## src/rtl/tspat_pkg.sv

```systemverilog
// ----------------------------------------------------------------------------
// Program association section parser package
// Shared types and constants for the section parser and its search cells.
// ----------------------------------------------------------------------------
package tspat_pkg;

   localparam int MAX_PROGRAMS_DEF     = 16;
   localparam int MAX_TRACKED_PIDS_DEF = 32;

   localparam int BYTE_W = 8;
   localparam int POS_W  = 12;
   localparam int LEN_W  = 12;
   localparam int PROG_W = 16;
   localparam int PID_W  = 13;
   localparam int ENTRY_W = 24;

   localparam logic [BYTE_W-1:0] TABLE_ID_PAT = 8'h00;
   localparam logic [POS_W-1:0]  POS_MAX      = 12'hFFF;
   localparam logic [POS_W-1:0]  POS_LEN_HI   = 12'd1;
   localparam logic [POS_W-1:0]  POS_LEN_LO   = 12'd2;
   localparam logic [POS_W-1:0]  ENTRY_START  = 12'd8;
   localparam logic [LEN_W-1:0]  LEN_OVERHEAD = 12'd9;
   localparam logic [1:0]        ENTRY_LAST   = 2'b11;

   typedef enum logic [1:0] {
      KIND_UPDATED   = 2'd0,
      KIND_ADDED     = 2'd1,
      KIND_FULL      = 2'd2,
      KIND_BAD_TABLE = 2'd3
   } tspat_kind_type;

   // Search token that walks the cell chains.
   typedef struct packed {
      logic                 valid;
      logic                 hit;
      logic                 added;
      tspat_kind_type       kind;
      logic [PROG_W-1:0]    prog;
      logic [PID_W-1:0]     pid;
   } tspat_tok_type;

   typedef struct packed {
      tspat_kind_type       kind;
      logic [PROG_W-1:0]    prog;
      logic [PID_W-1:0]     pid;
      logic                 newly;
      logic                 full;
   } tspat_rsp_type;

endpackage

```

## src/rtl/tspat_ifs.sv

```systemverilog
// ----------------------------------------------------------------------------
// Section parser channel interfaces
// Valid/ready channels for section bytes and parse results.
// ----------------------------------------------------------------------------
interface tspat_req_if;
   import tspat_pkg::*;
   logic                valid;
   logic                ready;
   logic [BYTE_W-1:0]   data_byte;
   logic                section_start;
   modport source (output valid, data_byte, section_start, input ready);
   modport sink   (input valid, data_byte, section_start, output ready);
endinterface

interface tspat_rsp_if;
   import tspat_pkg::*;
   logic                valid;
   logic                ready;
   logic [1:0]          event_kind;
   logic [PROG_W-1:0]   prog_id;
   logic [PID_W-1:0]    map_pid;
   logic                pid_newly_tracked;
   logic                pid_set_full;
   modport source (output valid, event_kind, prog_id, map_pid,
                   pid_newly_tracked, pid_set_full, input ready);
   modport sink   (input valid, event_kind, prog_id, map_pid,
                   pid_newly_tracked, pid_set_full, output ready);
endinterface

```

## src/rtl/tspat_prog_cell.sv

```systemverilog
// ----------------------------------------------------------------------------
// Program table cell
// Holds one program entry; matches, updates or appends as the token passes.
// ----------------------------------------------------------------------------
module tspat_prog_cell #(
   parameter int INDEX   = 0,
   parameter int COUNT_W = 5
) (
   input  logic                    clock,
   input  logic                    reset,
   input  logic [COUNT_W-1:0]      count,
   input  tspat_pkg::tspat_tok_type tok_in,
   output tspat_pkg::tspat_tok_type tok_out
);
   import tspat_pkg::*;

   localparam logic [COUNT_W-1:0] IDX_C = COUNT_W'(INDEX);

   logic [PROG_W-1:0] num_ff;
   logic [PID_W-1:0]  pid_ff;
   tspat_tok_type     tok_ff;
   tspat_tok_type     tok_in_next;
   logic              occupied;
   logic              hit_here;
   logic              append_here;

   assign occupied    = IDX_C < count;
   assign hit_here    = tok_in.valid && occupied && !tok_in.hit && (num_ff == tok_in.prog);
   assign append_here = tok_in.valid && (IDX_C == count) && !tok_in.hit;

   always_comb begin
      tok_in_next = tok_in;
      if (hit_here) begin
         tok_in_next.hit = 1'b1;
      end
      if (append_here) begin
         tok_in_next.added = 1'b1;
      end
   end

   always_ff @(posedge clock) begin
      if (reset) begin
         tok_ff.valid <= 1'b0;
      end else begin
         tok_ff.valid <= tok_in_next.valid;
      end
      tok_ff.hit   <= tok_in_next.hit;
      tok_ff.added <= tok_in_next.added;
      tok_ff.kind  <= tok_in_next.kind;
      tok_ff.prog  <= tok_in_next.prog;
      tok_ff.pid   <= tok_in_next.pid;
      if (hit_here) begin
         pid_ff <= tok_in.pid;
      end
      if (append_here) begin
         num_ff <= tok_in.prog;
         pid_ff <= tok_in.pid;
      end
   end

   assign tok_out = tok_ff;

endmodule

```

## src/rtl/tspat_pid_cell.sv

```systemverilog
// ----------------------------------------------------------------------------
// Tracked PID cell
// Holds one tracked PID; flags a match or appends the PID as the token passes.
// ----------------------------------------------------------------------------
module tspat_pid_cell #(
   parameter int INDEX   = 0,
   parameter int COUNT_W = 6
) (
   input  logic                    clock,
   input  logic                    reset,
   input  logic [COUNT_W-1:0]      count,
   input  tspat_pkg::tspat_tok_type tok_in,
   output tspat_pkg::tspat_tok_type tok_out
);
   import tspat_pkg::*;

   localparam logic [COUNT_W-1:0] IDX_C = COUNT_W'(INDEX);

   logic [PID_W-1:0] pid_ff;
   tspat_tok_type    tok_ff;
   tspat_tok_type    tok_in_next;
   logic             occupied;
   logic             hit_here;
   logic             append_here;

   assign occupied    = IDX_C < count;
   assign hit_here    = tok_in.valid && occupied && !tok_in.hit && (pid_ff == tok_in.pid);
   assign append_here = tok_in.valid && (IDX_C == count) && !tok_in.hit;

   always_comb begin
      tok_in_next = tok_in;
      if (hit_here) begin
         tok_in_next.hit = 1'b1;
      end
      if (append_here) begin
         tok_in_next.added = 1'b1;
      end
   end

   always_ff @(posedge clock) begin
      if (reset) begin
         tok_ff.valid <= 1'b0;
      end else begin
         tok_ff.valid <= tok_in_next.valid;
      end
      tok_ff.hit   <= tok_in_next.hit;
      tok_ff.added <= tok_in_next.added;
      tok_ff.kind  <= tok_in_next.kind;
      tok_ff.prog  <= tok_in_next.prog;
      tok_ff.pid   <= tok_in_next.pid;
      if (append_here) begin
         pid_ff <= tok_in.pid;
      end
   end

   assign tok_out = tok_ff;

endmodule

```

## src/rtl/ts_pat_section_parser.sv

```systemverilog
// ----------------------------------------------------------------------------
// Program association section parser
// Parses section bytes and keeps a program table and a tracked PID set.
// ----------------------------------------------------------------------------
//   Channel    Direction  Transfer
//   req_chan   in         one section byte with a section start flag
//   rsp_chan   out        one program event or a bad table id event
//
// A byte that launches no table search and gives no result leaves the byte
// channel ready. A bad table id result passes through the pending register and
// then the output register. The last byte of an entry with a nonzero program
// number walks a token through the program chain and then the PID chain, one
// cell per cycle; when the program table is full, the token stops at the end
// of the program chain. Reset is synchronous and needs no clearing pass. Bytes
// stall while a search runs or a result is pending; the result moves on once
// the output register is empty or its transfer happens.
module ts_pat_section_parser #(
   parameter int MAX_PROGRAMS     = tspat_pkg::MAX_PROGRAMS_DEF,
   parameter int MAX_TRACKED_PIDS = tspat_pkg::MAX_TRACKED_PIDS_DEF
) (
   input logic        clock,
   input logic        reset,
   tspat_req_if.sink  req_chan,
   tspat_rsp_if.source rsp_chan
);
   import tspat_pkg::*;

   localparam int PC_W = $clog2(MAX_PROGRAMS + 1);
   localparam int TC_W = $clog2(MAX_TRACKED_PIDS + 1);

   logic [POS_W-1:0]   pos_ff, pos_in;
   logic [LEN_W-1:0]   len_ff, len_in;
   logic [ENTRY_W-1:0] entry_ff, entry_in;
   logic               ignore_ff, ignore_in;
   logic [PC_W-1:0]    prog_count_ff, prog_count_in;
   logic [TC_W-1:0]    tracked_count_ff, tracked_count_in;
   logic               busy_ff, busy_in;
   tspat_tok_type      launch_ff, launch_in;
   logic               pend_valid_ff, pend_valid_in;
   tspat_rsp_type      pend_ff, pend_in;
   logic               rsp_valid_ff, rsp_valid_in;
   tspat_rsp_type      rsp_ff, rsp_in;

   tspat_tok_type      prog_tok [MAX_PROGRAMS];
   tspat_tok_type      pid_tok [MAX_TRACKED_PIDS];
   tspat_tok_type      prog_tail;
   tspat_tok_type      pid_head;
   tspat_tok_type      pid_tail;
   tspat_kind_type     prog_kind;
   logic               prog_full;

   logic               req_accept;
   logic               bad_table;
   logic [POS_W-1:0]   rel;
   logic [LEN_W-1:0]   len_minus;
   logic [LEN_W-3:0]   entry_total;
   logic               in_entry;
   logic               pend_load;
   logic               rsp_load;

   assign req_chan.ready = !busy_ff && !pend_valid_ff;
   assign req_accept     = req_chan.valid && req_chan.ready;

   assign rel         = pos_ff - ENTRY_START;
   assign len_minus   = len_ff - LEN_OVERHEAD;
   assign entry_total = (len_ff >= LEN_OVERHEAD) ? len_minus[LEN_W-1:2] : '0;
   assign in_entry    = (pos_ff >= ENTRY_START) && (rel[POS_W-1:2] < entry_total);

   always_comb begin
      pos_in          = pos_ff;
      len_in          = len_ff;
      entry_in        = entry_ff;
      ignore_in       = ignore_ff;
      bad_table       = 1'b0;
      launch_in       = '0;
      launch_in.kind  = KIND_ADDED;
      launch_in.prog  = entry_ff[ENTRY_W-1:8];
      launch_in.pid   = {entry_ff[PID_W-9:0], req_chan.data_byte};
      if (req_accept) begin
         if (req_chan.section_start) begin
            pos_in   = POS_LEN_HI;
            len_in   = '0;
            entry_in = '0;
            if (req_chan.data_byte != TABLE_ID_PAT) begin
               ignore_in = 1'b1;
               bad_table = 1'b1;
            end else begin
               ignore_in = 1'b0;
            end
         end else if (!ignore_ff) begin
            if (pos_ff < POS_MAX) begin
               pos_in = pos_ff + POS_W'(1);
            end
            if (pos_ff == POS_LEN_HI) begin
               len_in = {req_chan.data_byte[3:0], 8'h00};
            end else if (pos_ff == POS_LEN_LO) begin
               len_in = len_ff | {4'h0, req_chan.data_byte};
            end else if (in_entry) begin
               if (rel[1:0] != ENTRY_LAST) begin
                  entry_in = {entry_ff[15:0], req_chan.data_byte};
               end else if (launch_in.prog != '0) begin
                  launch_in.valid = 1'b1;
               end
            end
         end
      end
   end

   generate
      for (genvar i = 0; i < MAX_PROGRAMS; i++) begin : g_prog
         if (i == 0) begin : g_first
            tspat_prog_cell #(.INDEX(i), .COUNT_W(PC_W)) u_cell (
               .clock   (clock),
               .reset   (reset),
               .count   (prog_count_ff),
               .tok_in  (launch_ff),
               .tok_out (prog_tok[i])
            );
         end else begin : g_next
            tspat_prog_cell #(.INDEX(i), .COUNT_W(PC_W)) u_cell (
               .clock   (clock),
               .reset   (reset),
               .count   (prog_count_ff),
               .tok_in  (prog_tok[i-1]),
               .tok_out (prog_tok[i])
            );
         end
      end
      for (genvar j = 0; j < MAX_TRACKED_PIDS; j++) begin : g_pid
         if (j == 0) begin : g_first
            tspat_pid_cell #(.INDEX(j), .COUNT_W(TC_W)) u_cell (
               .clock   (clock),
               .reset   (reset),
               .count   (tracked_count_ff),
               .tok_in  (pid_head),
               .tok_out (pid_tok[j])
            );
         end else begin : g_next
            tspat_pid_cell #(.INDEX(j), .COUNT_W(TC_W)) u_cell (
               .clock   (clock),
               .reset   (reset),
               .count   (tracked_count_ff),
               .tok_in  (pid_tok[j-1]),
               .tok_out (pid_tok[j])
            );
         end
      end
   endgenerate

   assign prog_tail = prog_tok[MAX_PROGRAMS-1];
   assign pid_tail  = pid_tok[MAX_TRACKED_PIDS-1];

   always_comb begin
      priority if (prog_tail.hit) begin
         prog_kind = KIND_UPDATED;
      end else if (prog_tail.added) begin
         prog_kind = KIND_ADDED;
      end else begin
         prog_kind = KIND_FULL;
      end
      prog_full      = prog_tail.valid && !prog_tail.hit && !prog_tail.added;
      pid_head       = prog_tail;
      pid_head.valid = prog_tail.valid && !prog_full;
      pid_head.hit   = 1'b0;
      pid_head.added = 1'b0;
      pid_head.kind  = prog_kind;
   end

   always_comb begin
      pend_load        = 1'b0;
      pend_in          = pend_ff;
      busy_in          = busy_ff;
      prog_count_in    = prog_count_ff;
      tracked_count_in = tracked_count_ff;
      if (launch_in.valid) begin
         busy_in = 1'b1;
      end
      if (prog_tail.valid && prog_tail.added) begin
         prog_count_in = prog_count_ff + PC_W'(1);
      end
      if (pid_tail.valid && pid_tail.added) begin
         tracked_count_in = tracked_count_ff + TC_W'(1);
      end
      if (bad_table) begin
         pend_load     = 1'b1;
         pend_in.kind  = KIND_BAD_TABLE;
         pend_in.prog  = '0;
         pend_in.pid   = '0;
         pend_in.newly = 1'b0;
         pend_in.full  = 1'b0;
      end else if (prog_full) begin
         pend_load     = 1'b1;
         busy_in       = 1'b0;
         pend_in.kind  = KIND_FULL;
         pend_in.prog  = prog_tail.prog;
         pend_in.pid   = prog_tail.pid;
         pend_in.newly = 1'b0;
         pend_in.full  = 1'b0;
      end else if (pid_tail.valid) begin
         pend_load     = 1'b1;
         busy_in       = 1'b0;
         pend_in.kind  = pid_tail.kind;
         pend_in.prog  = pid_tail.prog;
         pend_in.pid   = pid_tail.pid;
         pend_in.newly = pid_tail.added;
         pend_in.full  = !pid_tail.hit && !pid_tail.added;
      end
   end

   assign rsp_load = pend_valid_ff && (!rsp_valid_ff || rsp_chan.ready);

   always_comb begin
      rsp_in        = rsp_load ? pend_ff : rsp_ff;
      rsp_valid_in  = rsp_load || (rsp_valid_ff && !rsp_chan.ready);
      pend_valid_in = pend_load || (pend_valid_ff && !rsp_load);
   end

   always_ff @(posedge clock) begin
      if (reset) begin
         pos_ff           <= '0;
         len_ff           <= '0;
         entry_ff         <= '0;
         ignore_ff        <= 1'b1;
         prog_count_ff    <= '0;
         tracked_count_ff <= '0;
         busy_ff          <= 1'b0;
         launch_ff.valid  <= 1'b0;
         pend_valid_ff    <= 1'b0;
         rsp_valid_ff     <= 1'b0;
      end else begin
         pos_ff           <= pos_in;
         len_ff           <= len_in;
         entry_ff         <= entry_in;
         ignore_ff        <= ignore_in;
         prog_count_ff    <= prog_count_in;
         tracked_count_ff <= tracked_count_in;
         busy_ff          <= busy_in;
         launch_ff.valid  <= launch_in.valid;
         pend_valid_ff    <= pend_valid_in;
         rsp_valid_ff     <= rsp_valid_in;
      end
      launch_ff.hit   <= launch_in.hit;
      launch_ff.added <= launch_in.added;
      launch_ff.kind  <= launch_in.kind;
      launch_ff.prog  <= launch_in.prog;
      launch_ff.pid   <= launch_in.pid;
      pend_ff         <= pend_in;
      rsp_ff          <= rsp_in;
   end

   assign rsp_chan.valid             = rsp_valid_ff;
   assign rsp_chan.event_kind        = rsp_ff.kind;
   assign rsp_chan.prog_id           = rsp_ff.prog;
   assign rsp_chan.map_pid           = rsp_ff.pid;
   assign rsp_chan.pid_newly_tracked = rsp_ff.newly;
   assign rsp_chan.pid_set_full      = rsp_ff.full;

   // A new result never lands on a result that is still pending.
   a_pend_no_overwrite: assert property (@(posedge clock) disable iff (reset)
      pend_load |-> !pend_valid_ff)
      else $error("pending result overwritten");

   // Tokens leave the program chain only during a search.
   a_tail_while_busy: assert property (@(posedge clock) disable iff (reset)
      prog_tail.valid |-> busy_ff)
      else $error("token outside of a search");

   // Only one token is in flight at a time.
   a_single_token: assert property (@(posedge clock) disable iff (reset)
      pid_tail.valid |-> !prog_tail.valid && !launch_ff.valid)
      else $error("more than one token in flight");

   a_counts_bounded: assert property (@(posedge clock) disable iff (reset)
      (prog_count_ff <= PC_W'(MAX_PROGRAMS)) &&
      (tracked_count_ff <= TC_W'(MAX_TRACKED_PIDS)))
      else $error("table count beyond capacity");

endmodule

```

## src/flat_wrapper.sv

```systemverilog
// flat-port wrapper written by rule: the top's interface ports become plain ports
module ts_pat_section_parser_flat import tspat_pkg::*;
#(
   parameter int MAX_PROGRAMS     = tspat_pkg::MAX_PROGRAMS_DEF,
   parameter int MAX_TRACKED_PIDS = tspat_pkg::MAX_TRACKED_PIDS_DEF
)
  (clock, reset, req_chan_valid, req_chan_data_byte, req_chan_section_start, req_chan_ready, rsp_chan_valid, rsp_chan_event_kind, rsp_chan_prog_id, rsp_chan_map_pid, rsp_chan_pid_newly_tracked, rsp_chan_pid_set_full, rsp_chan_ready);
  tspat_req_if req_chan_i ();
  tspat_rsp_if rsp_chan_i ();
  input logic clock;
  input logic reset;
  input wire logic [$bits(req_chan_i.valid)-1:0] req_chan_valid;
  input wire logic [$bits(req_chan_i.data_byte)-1:0] req_chan_data_byte;
  input wire logic [$bits(req_chan_i.section_start)-1:0] req_chan_section_start;
  output wire logic [$bits(req_chan_i.ready)-1:0] req_chan_ready;
  output wire logic [$bits(rsp_chan_i.valid)-1:0] rsp_chan_valid;
  output wire logic [$bits(rsp_chan_i.event_kind)-1:0] rsp_chan_event_kind;
  output wire logic [$bits(rsp_chan_i.prog_id)-1:0] rsp_chan_prog_id;
  output wire logic [$bits(rsp_chan_i.map_pid)-1:0] rsp_chan_map_pid;
  output wire logic [$bits(rsp_chan_i.pid_newly_tracked)-1:0] rsp_chan_pid_newly_tracked;
  output wire logic [$bits(rsp_chan_i.pid_set_full)-1:0] rsp_chan_pid_set_full;
  input wire logic [$bits(rsp_chan_i.ready)-1:0] rsp_chan_ready;
  assign req_chan_i.valid = req_chan_valid;
  assign req_chan_i.data_byte = req_chan_data_byte;
  assign req_chan_i.section_start = req_chan_section_start;
  assign req_chan_ready = req_chan_i.ready;
  assign rsp_chan_valid = rsp_chan_i.valid;
  assign rsp_chan_event_kind = rsp_chan_i.event_kind;
  assign rsp_chan_prog_id = rsp_chan_i.prog_id;
  assign rsp_chan_map_pid = rsp_chan_i.map_pid;
  assign rsp_chan_pid_newly_tracked = rsp_chan_i.pid_newly_tracked;
  assign rsp_chan_pid_set_full = rsp_chan_i.pid_set_full;
  assign rsp_chan_i.ready = rsp_chan_ready;
  ts_pat_section_parser #(.MAX_PROGRAMS(MAX_PROGRAMS), .MAX_TRACKED_PIDS(MAX_TRACKED_PIDS)) u_core (.clock(clock), .reset(reset), .req_chan(req_chan_i), .rsp_chan(rsp_chan_i));
endmodule
```

## config.mk

```make
export PLATFORM = sky130hd
export DESIGN_NAME = ts_pat_section_parser_flat
export DESIGN_NICKNAME = d
export VERILOG_FILES = /design/src/rtl/tspat_pkg.sv /design/src/rtl/tspat_ifs.sv /design/src/rtl/tspat_prog_cell.sv /design/src/rtl/tspat_pid_cell.sv /design/src/rtl/ts_pat_section_parser.sv /design/src/flat_wrapper.sv
export SDC_FILE = /design/constraint.sdc
export NUM_CORES = 2
export LEC_CHECK = 0
export ABC_AREA = 0
export BUFFER_PORTS_ARGS = -buffer_cell sky130_fd_sc_hd__buf_2
export CAP_MARGIN = 20
export CORE_UTILIZATION = 40
export CTS_BUF_LIST = sky130_fd_sc_hd__clkbuf_4
export DETAILED_ROUTE_END_ITERATION = 8
export GPL_TIMING_DRIVEN = 0
export HOLD_SLACK_MARGIN = 0.1
export SKIP_LAST_GASP = 1
export SLEW_MARGIN = 20
export SYNTH_ARGS = -nofsm -noshare
export SYNTH_HDL_FRONTEND = slang
export SYNTH_SLANG_ARGS = --single-unit
```

## constraint.sdc

```tcl
create_clock -name clock -period 9.17 [get_ports clock]
set_clock_uncertainty 0.2 [all_clocks]
set_input_delay 0.917 -clock clock [delete_from_list [all_inputs] [get_ports clock]]
set_output_delay 0.917 -clock clock [all_outputs]
set_load 0.1 [all_outputs]
```

## Yosys cells after proc, flatten, opt, wreduce, memory -nomap -nowiden

Index checks and enable logic that the tools add are counted.

| word-level totals | value |
|---|---|
| logic and storage cells | 861 |
| register bits after elaboration | 2,431 |
| output and inout port bits | 35 |

| operators by class | value |
|---|---|
| bitwise gates (word level) | 1 |
| multiplexer cells | 39 |
| reductions and logical operators | 321 |
| magnitude comparators | 52 |
| add/subtract/negate cells | 5 |
| equality and inequality tests | 100 |

Operator list:

| kind | number |
|---|---|
| 13-bit == test | 32 |
| 16-bit == test | 16 |
| 1-bit logical AND | 248 |
| 24-bit 2-to-1 mux | 6 |
| 5-bit by 6-bit == test with 1-bit output (first input constant) | 16 |
| 5-bit by 6-bit < comparator with 1-bit output (first input constant) | 16 |
| 12-bit 2-to-1 mux | 7 |
| 32-bit 2-to-1 mux | 2 |
| 1-bit logical NOT | 56 |
| 4-bit by 6-bit == test with 1-bit output (first input constant) | 8 |
| 4-bit by 6-bit < comparator with 1-bit output (first input constant) | 8 |
| 4-bit by 5-bit == test with 1-bit output (first input constant) | 8 |
| 4-bit by 5-bit < comparator with 1-bit output (first input constant) | 8 |
| 3-bit by 6-bit == test with 1-bit output (first input constant) | 4 |
| 12-bit by 4-bit >= comparator with 1-bit output (second input constant) | 2 |
| 3-bit by 6-bit < comparator with 1-bit output (first input constant) | 4 |
| 12-bit by 4-bit subtractor with 12-bit output (second input constant) | 2 |
| 1-bit 2-to-1 mux | 22 |
| 3-bit by 5-bit == test with 1-bit output (first input constant) | 4 |
| 3-bit by 5-bit < comparator with 1-bit output (first input constant) | 4 |
| 16-bit nonzero test | 1 |
| 12-bit by 1-bit adder with 12-bit output (second input constant) | 1 |
| 12-bit by 1-bit == test with 1-bit output (second input constant) | 1 |
| 12-bit by 2-bit == test with 1-bit output (second input constant) | 1 |
| 26 further kinds | 41 |

## Longest topological paths before layout

| depth | value |
|---|---|
| depth after elaboration | 14 |
| mapped depth | 13 |
| gate-level depth less buffers | 12 |

## Worst setup path before layout

Ideal clock, no wire load.

| path | value |
|---|---|
| path kind | reg-to-reg |
| from | register u_core.len_ff[4] |
| to | register u_core.entry_ff[10] |
| stages on the path, launching flop included | 13 |
| clock period less this slack | 3.614 ns |
| slack | 5.556 ns |
| arrival | 3.342 ns |
| path buffers | 1 |
| path through | dfxtp_1 nor4_1 nand2_1 or4_1 a21oi_1 a21oi_1 ha_1 a41o_1 a2111oi_2 o21ai_1 a2111oi_4 buf_6 mux2i_1 |

| on the way | value |
|---|---|
| cells in the longest elaborated chain, start to end | 6 |
| elaborated cells on any way between the ends | 7 |
| classes of those cells | add/sub (1); order compare (2); mux (1); reduce/logical (3) |

RTL lines:

| item | RTL line | RTL |
|---|---|---|
| from (decl) | ts_pat_section_parser.sv:32 | `logic [LEN_W-1:0] len_ff, len_in;` |
| from (signal assigned) | ts_pat_section_parser.sv:232 | `len_ff <= len_in;` |
| 12-bit by 4-bit subtractor with 12-bit output / 12-bit by 4-bit >= comparator with 1-bit output (equally long branches) | ts_pat_section_parser.sv:65, ts_pat_section_parser.sv:66 |  |
| 10-bit 2-to-1 mux * | ts_pat_section_parser.sv:66 | `assign entry_total = (len_ff >= LEN_OVERHEAD) ? len_minus[LEN_W-1:2] : '0;` |
| 10-bit < comparator * | ts_pat_section_parser.sv:67 | `assign in_entry = (pos_ff >= ENTRY_START) && (rel[POS_W-1:2] < entry_total);` |
| 1-bit logical AND * | ts_pat_section_parser.sv:67 |  |
| 2-bit nonzero test (no source line) * | n/a |  |
| 6-bit AND reduction (no source line) * | n/a |  |
| to (signal assigned) | ts_pat_section_parser.sv:233 | `entry_ff <= entry_in;` |
| to (decl) | ts_pat_section_parser.sv:33 | `logic [ENTRY_W-1:0] entry_ff, entry_in;` |

Every way passes the cells marked *; elsewhere a longest branch is shown, timed or not.
A chain may end at the register's enable or synchronous reset.

## Worst setup path after layout

| path | value |
|---|---|
| from | register u_core.len_ff[0] |
| to | register u_core.entry_ff[5] |

The elaborated chain is that of the path after synthesis.

==> reports/results.txt <==
EDFF count, synth - 705
critical path class - register to register
PwrDens - 255 mW/mm^2
wire per inst - 15.1 um
worst vdd ir - 125 uV
antenna violations before repair - 3
Final TNS setup - 0 ps
Placement Rows - 150
CTS clock-pin slew for the worst setup and hold paths - 70 ps
leakage - 30.3 nW
RSZ-0062 raised after global routing - false
synthesized area - 0.0678 mm^2
maximum clock path buffer count - 4
filler instances - 14400
# nets final - 4847
top_reg_cell synth - dfxtp_1
TritonCTS Buffers - 600
CP startpoint kind - register
most frequent cells in the layout - dfxtp_1, clkbuf_4, edfxtp_1
first-pass GRT wire length - 179000 um
Setup violations, final - 0
H-Tree Depth - 6
Final Hold Fails - 0
Hold Crit Depth - 0
Area Overhead vs Synth - 17.3%
Synth cell types - 61
vias in the first global route - 33800
Post-CTS Setup Repair Bufs - 0
Final Max Tran Viols - 0
register area share after synthesis - 82.2%
Initial DRT Pass Iterations - 7
TritonCTS clock tree - yes
DIE AREA - 0.171 mm^2
R2R Path End - u_core.entry_ff[5]$_SDFFE_PP0P_
FF-to-FF path depth - 12
post-route ant nets - 0
drt total wl - 112000 um
worst hold path endpoint - u_core.g_prog[2].g_next.u_cell.tok_out[3]$_DFF_P_
Rel. slew slack - 28.4%
root buf cell - clkbuf_4
min-delay src - u_core.g_prog[1].g_next.u_cell.tok_out[3]$_DFF_P_
Max FO, Critical Path - 10
via count - 32400
Synth Area per Inst - 16.6 um^2
outcome - finished clean
Hold Crit Class - register to register
post-cts resize count - 0
Gate Count Post-Synth - 4086
routability cong. - 0.770
Initial Utilization - 40.4%
largest net degree at the start of global routing - 27
die height - 414 um
dpl hpwl - 74200 um
# IOs - 48
post-route clock period utilization - 44.6%
M1 wire length - 53000 um
clock sinks - 2431
Routed met3 length - 4620 um
layout cells sized above 1 - 22.2%
IO Port Bufs - 47
Power, Total - 0.0203 W
FFs w/ async S/R, synth - 0%
Die X - 414 um
Skew-Pair Late Insertion Delay - 1220 ps
highest routed layer - met4
R2R Path Start - u_core.len_ff[0]$_SDFFE_PP0P_
post-synthesis register bit count - 2431
First DRT Iteration DRCs - 1499
DR WL met2 - 51800 um
Vias/cell - 4.34
post-route cell area - 0.0795 mm^2
crit path launch - u_core.len_ff[0]$_SDFFE_PP0P_
dpl cell area - 0.0712 mm^2
Req. time, crit path - 10150 ps
Max Clk Rate - 244 MHz
maxcap violations - 0
Total GRT Usage - 13.3%
global route total overflow - 0
Worst-Margin Slew - 1070 ps
Core Area - 0.168 mm^2
CP Capture Type - register
syn nets - 4120
# DRC - 0
Ys Warns - 0
min Tclk post-route - 4090 ps
commonest non-fill, non-tap cell in the layout - dfxtp_1
Arr. time, crit path - 5070 ps
worst reg2reg setup slack - 5080 ps
==> worst max-delay path by stage <==
stage                                                                 to  slack [ps]  depth (start not counted)
finish                                   u_core.entry_ff[5]$_SDFFE_PP0P_        5080                         12
global route                            u_core.entry_ff[20]$_SDFFE_PP0P_        4780                         12
CTS                                      u_core.entry_ff[5]$_SDFFE_PP0P_        5070                         12
detailed placement                       u_core.entry_ff[6]$_SDFFE_PP0P_        5120                         12
global placement    u_core.g_prog[11].g_next.u_cell.num_ff[14]$_DFFE_PP_        4820                          4
floorplan                               u_core.entry_ff[10]$_SDFFE_PP0P_        5560                         12
==> synthesized netlist by cell type, types with 2 or more instances <==
| cell | n | area (um^2) |
|---|---|---|
| a211oi_1 | 33 | 248 |
| mux2i_1 | 58 | 581 |
| o2111ai_1 | 4 | 35.0 |
| nand4b_1 | 2 | 17.5 |
| a41o_1 | 27 | 270 |
| nor2b_1 | 51 | 319 |
| xnor2_1 | 357 | 3130 |
| a31o_2 | 11 | 96.3 |
| a22o_1 | 4 | 35.0 |
| or4_1 | 9 | 67.6 |
| buf_6 | 3 | 33.8 |
| and3_1 | 6 | 37.5 |
| and4b_1 | 14 | 140 |
| and2_1 | 3 | 18.8 |
| o21bai_1 | 9 | 67.6 |
| nand3_1 | 38 | 190 |
| clkbuf_1 | 33 | 124 |
| edfxtp_1 | 705 | 21200 |
| nand2_1 | 107 | 402 |
| xor2_1 | 335 | 2930 |
| nand2b_1 | 11 | 68.8 |
| nor4b_1 | 3 | 26.3 |
| a211o_1 | 2 | 17.5 |
| nor2_1 | 102 | 383 |
| a21oi_1 | 31 | 155 |
| nor4_1 | 101 | 632 |
| nor4bb_1 | 2 | 20.0 |
| nand3b_1 | 4 | 30.0 |
| a21o_1 | 3 | 22.5 |
| or2_2 | 49 | 307 |
| or3_1 | 7 | 43.8 |
| nor3b_1 | 11 | 82.6 |
| inv_1 | 18 | 67.6 |
| o21ai_1 | 3 | 15.0 |
| dfxtp_1 | 1726 | 34600 |
| or3b_4 | 2 | 22.5 |
| ha_1 | 21 | 263 |
| o211ai_1 | 4 | 30.0 |
| o31ai_1 | 6 | 45.0 |
| nand4_1 | 83 | 519 |
| nor3_1 | 49 | 245 |
| buf_1 | 8 | 30.0 |
| o21ai_0 | 13 | 65.1 |
==> layer usage <==
metal	vias up	GRT usage, %
met5	-	0
met4	0	6.18
met3	210	3.84
met2	597	20.4
met1	15500	17.5
li1	16000	-
==> layout make-up <==
cell class / instances / area (um^2) / share of cell area (%)
plain buffers: 45 / 193 / 0.242
flip-flops and latches: 2431 / 55700 / 70.1
inverters: 18 / 67.6 / 0.0850
clock inverters: 117 / 863 / 1.09
diodes: 5 / 12.5 / 0.0157
clock buffers: 929 / 6970 / 8.78
well taps: 2204 / 2760 / 3.47
repair buffers: 125 / 896 / 1.13
multi-input cells: 1592 / 12000 / 15.1
==> flip-flops by register name, summed over array words and instances (netlist names), 30 cells and up <==
name / count
u_core.g_pid.g_next.u_cell.pid_ff: 403
u_core.g_pid.g_next.u_cell.tok_out: 1054
u_core.launch_ff: 30
u_core.pend_ff: 33
u_core.g_prog.g_next.u_cell.tok_out: 480
u_core.g_pid.g_first.u_cell.tok_out: 34
u_core.g_prog.g_first.u_cell.tok_out: 32
u_core.g_prog.g_next.u_cell.num_ff: 240
==> worst max-delay path: stages (launching register included) <==
cell	delay, ps
dfxtp_1	330
o31ai_1	380
nand2_1	220
or4_1	470
a21oi_1	140
a21oi_1	70
ha_1	320
a41o_1	200
a2111oi_2	320
o21ai_1	190
a2111oi_4	690
buf_6	260
mux2i_1	220
==> what timing repair did <==
action	4_1_cts	5_1_grt
endpoints found under the setup margin	0	0
hold buffers	35	4
endpoints found under the hold margin	83	4
==> cells by family after synthesis <==
kind of cell / after synthesis / synth area share [%]
compound gates: 161 / 1.84
simple gates: 660 / 5.36
flops: 2431 / 82.2
mux: 58 / 0.857
fa+ha+maj: 21 / 0.388
xor+xnor: 692 / 8.94
buf+inv: 63 / 0.384
==> per-stage QoR <==
stage	utilization, %	instances	setup WS (ps)	hold slack [ps]
3_5_place_dp	42.5	6375	5120	112
3_3_place_gp	42.2	6337	4820	110
2_1_floorplan	-	4086	5560	110
5_1_grt	47.4	7465	4780	102
6_report	47.4	7466	5080	74.5
4_1_cts	47.4	7456	5070	101
==> power breakdown <==
group / internal, W / switching [W]
combinational: 0.0000613 / 0.000102
sequential: 0.0111 / 0.0000745
clock: 0.00502 / 0.00390
(Power assumes the default switching activity.)
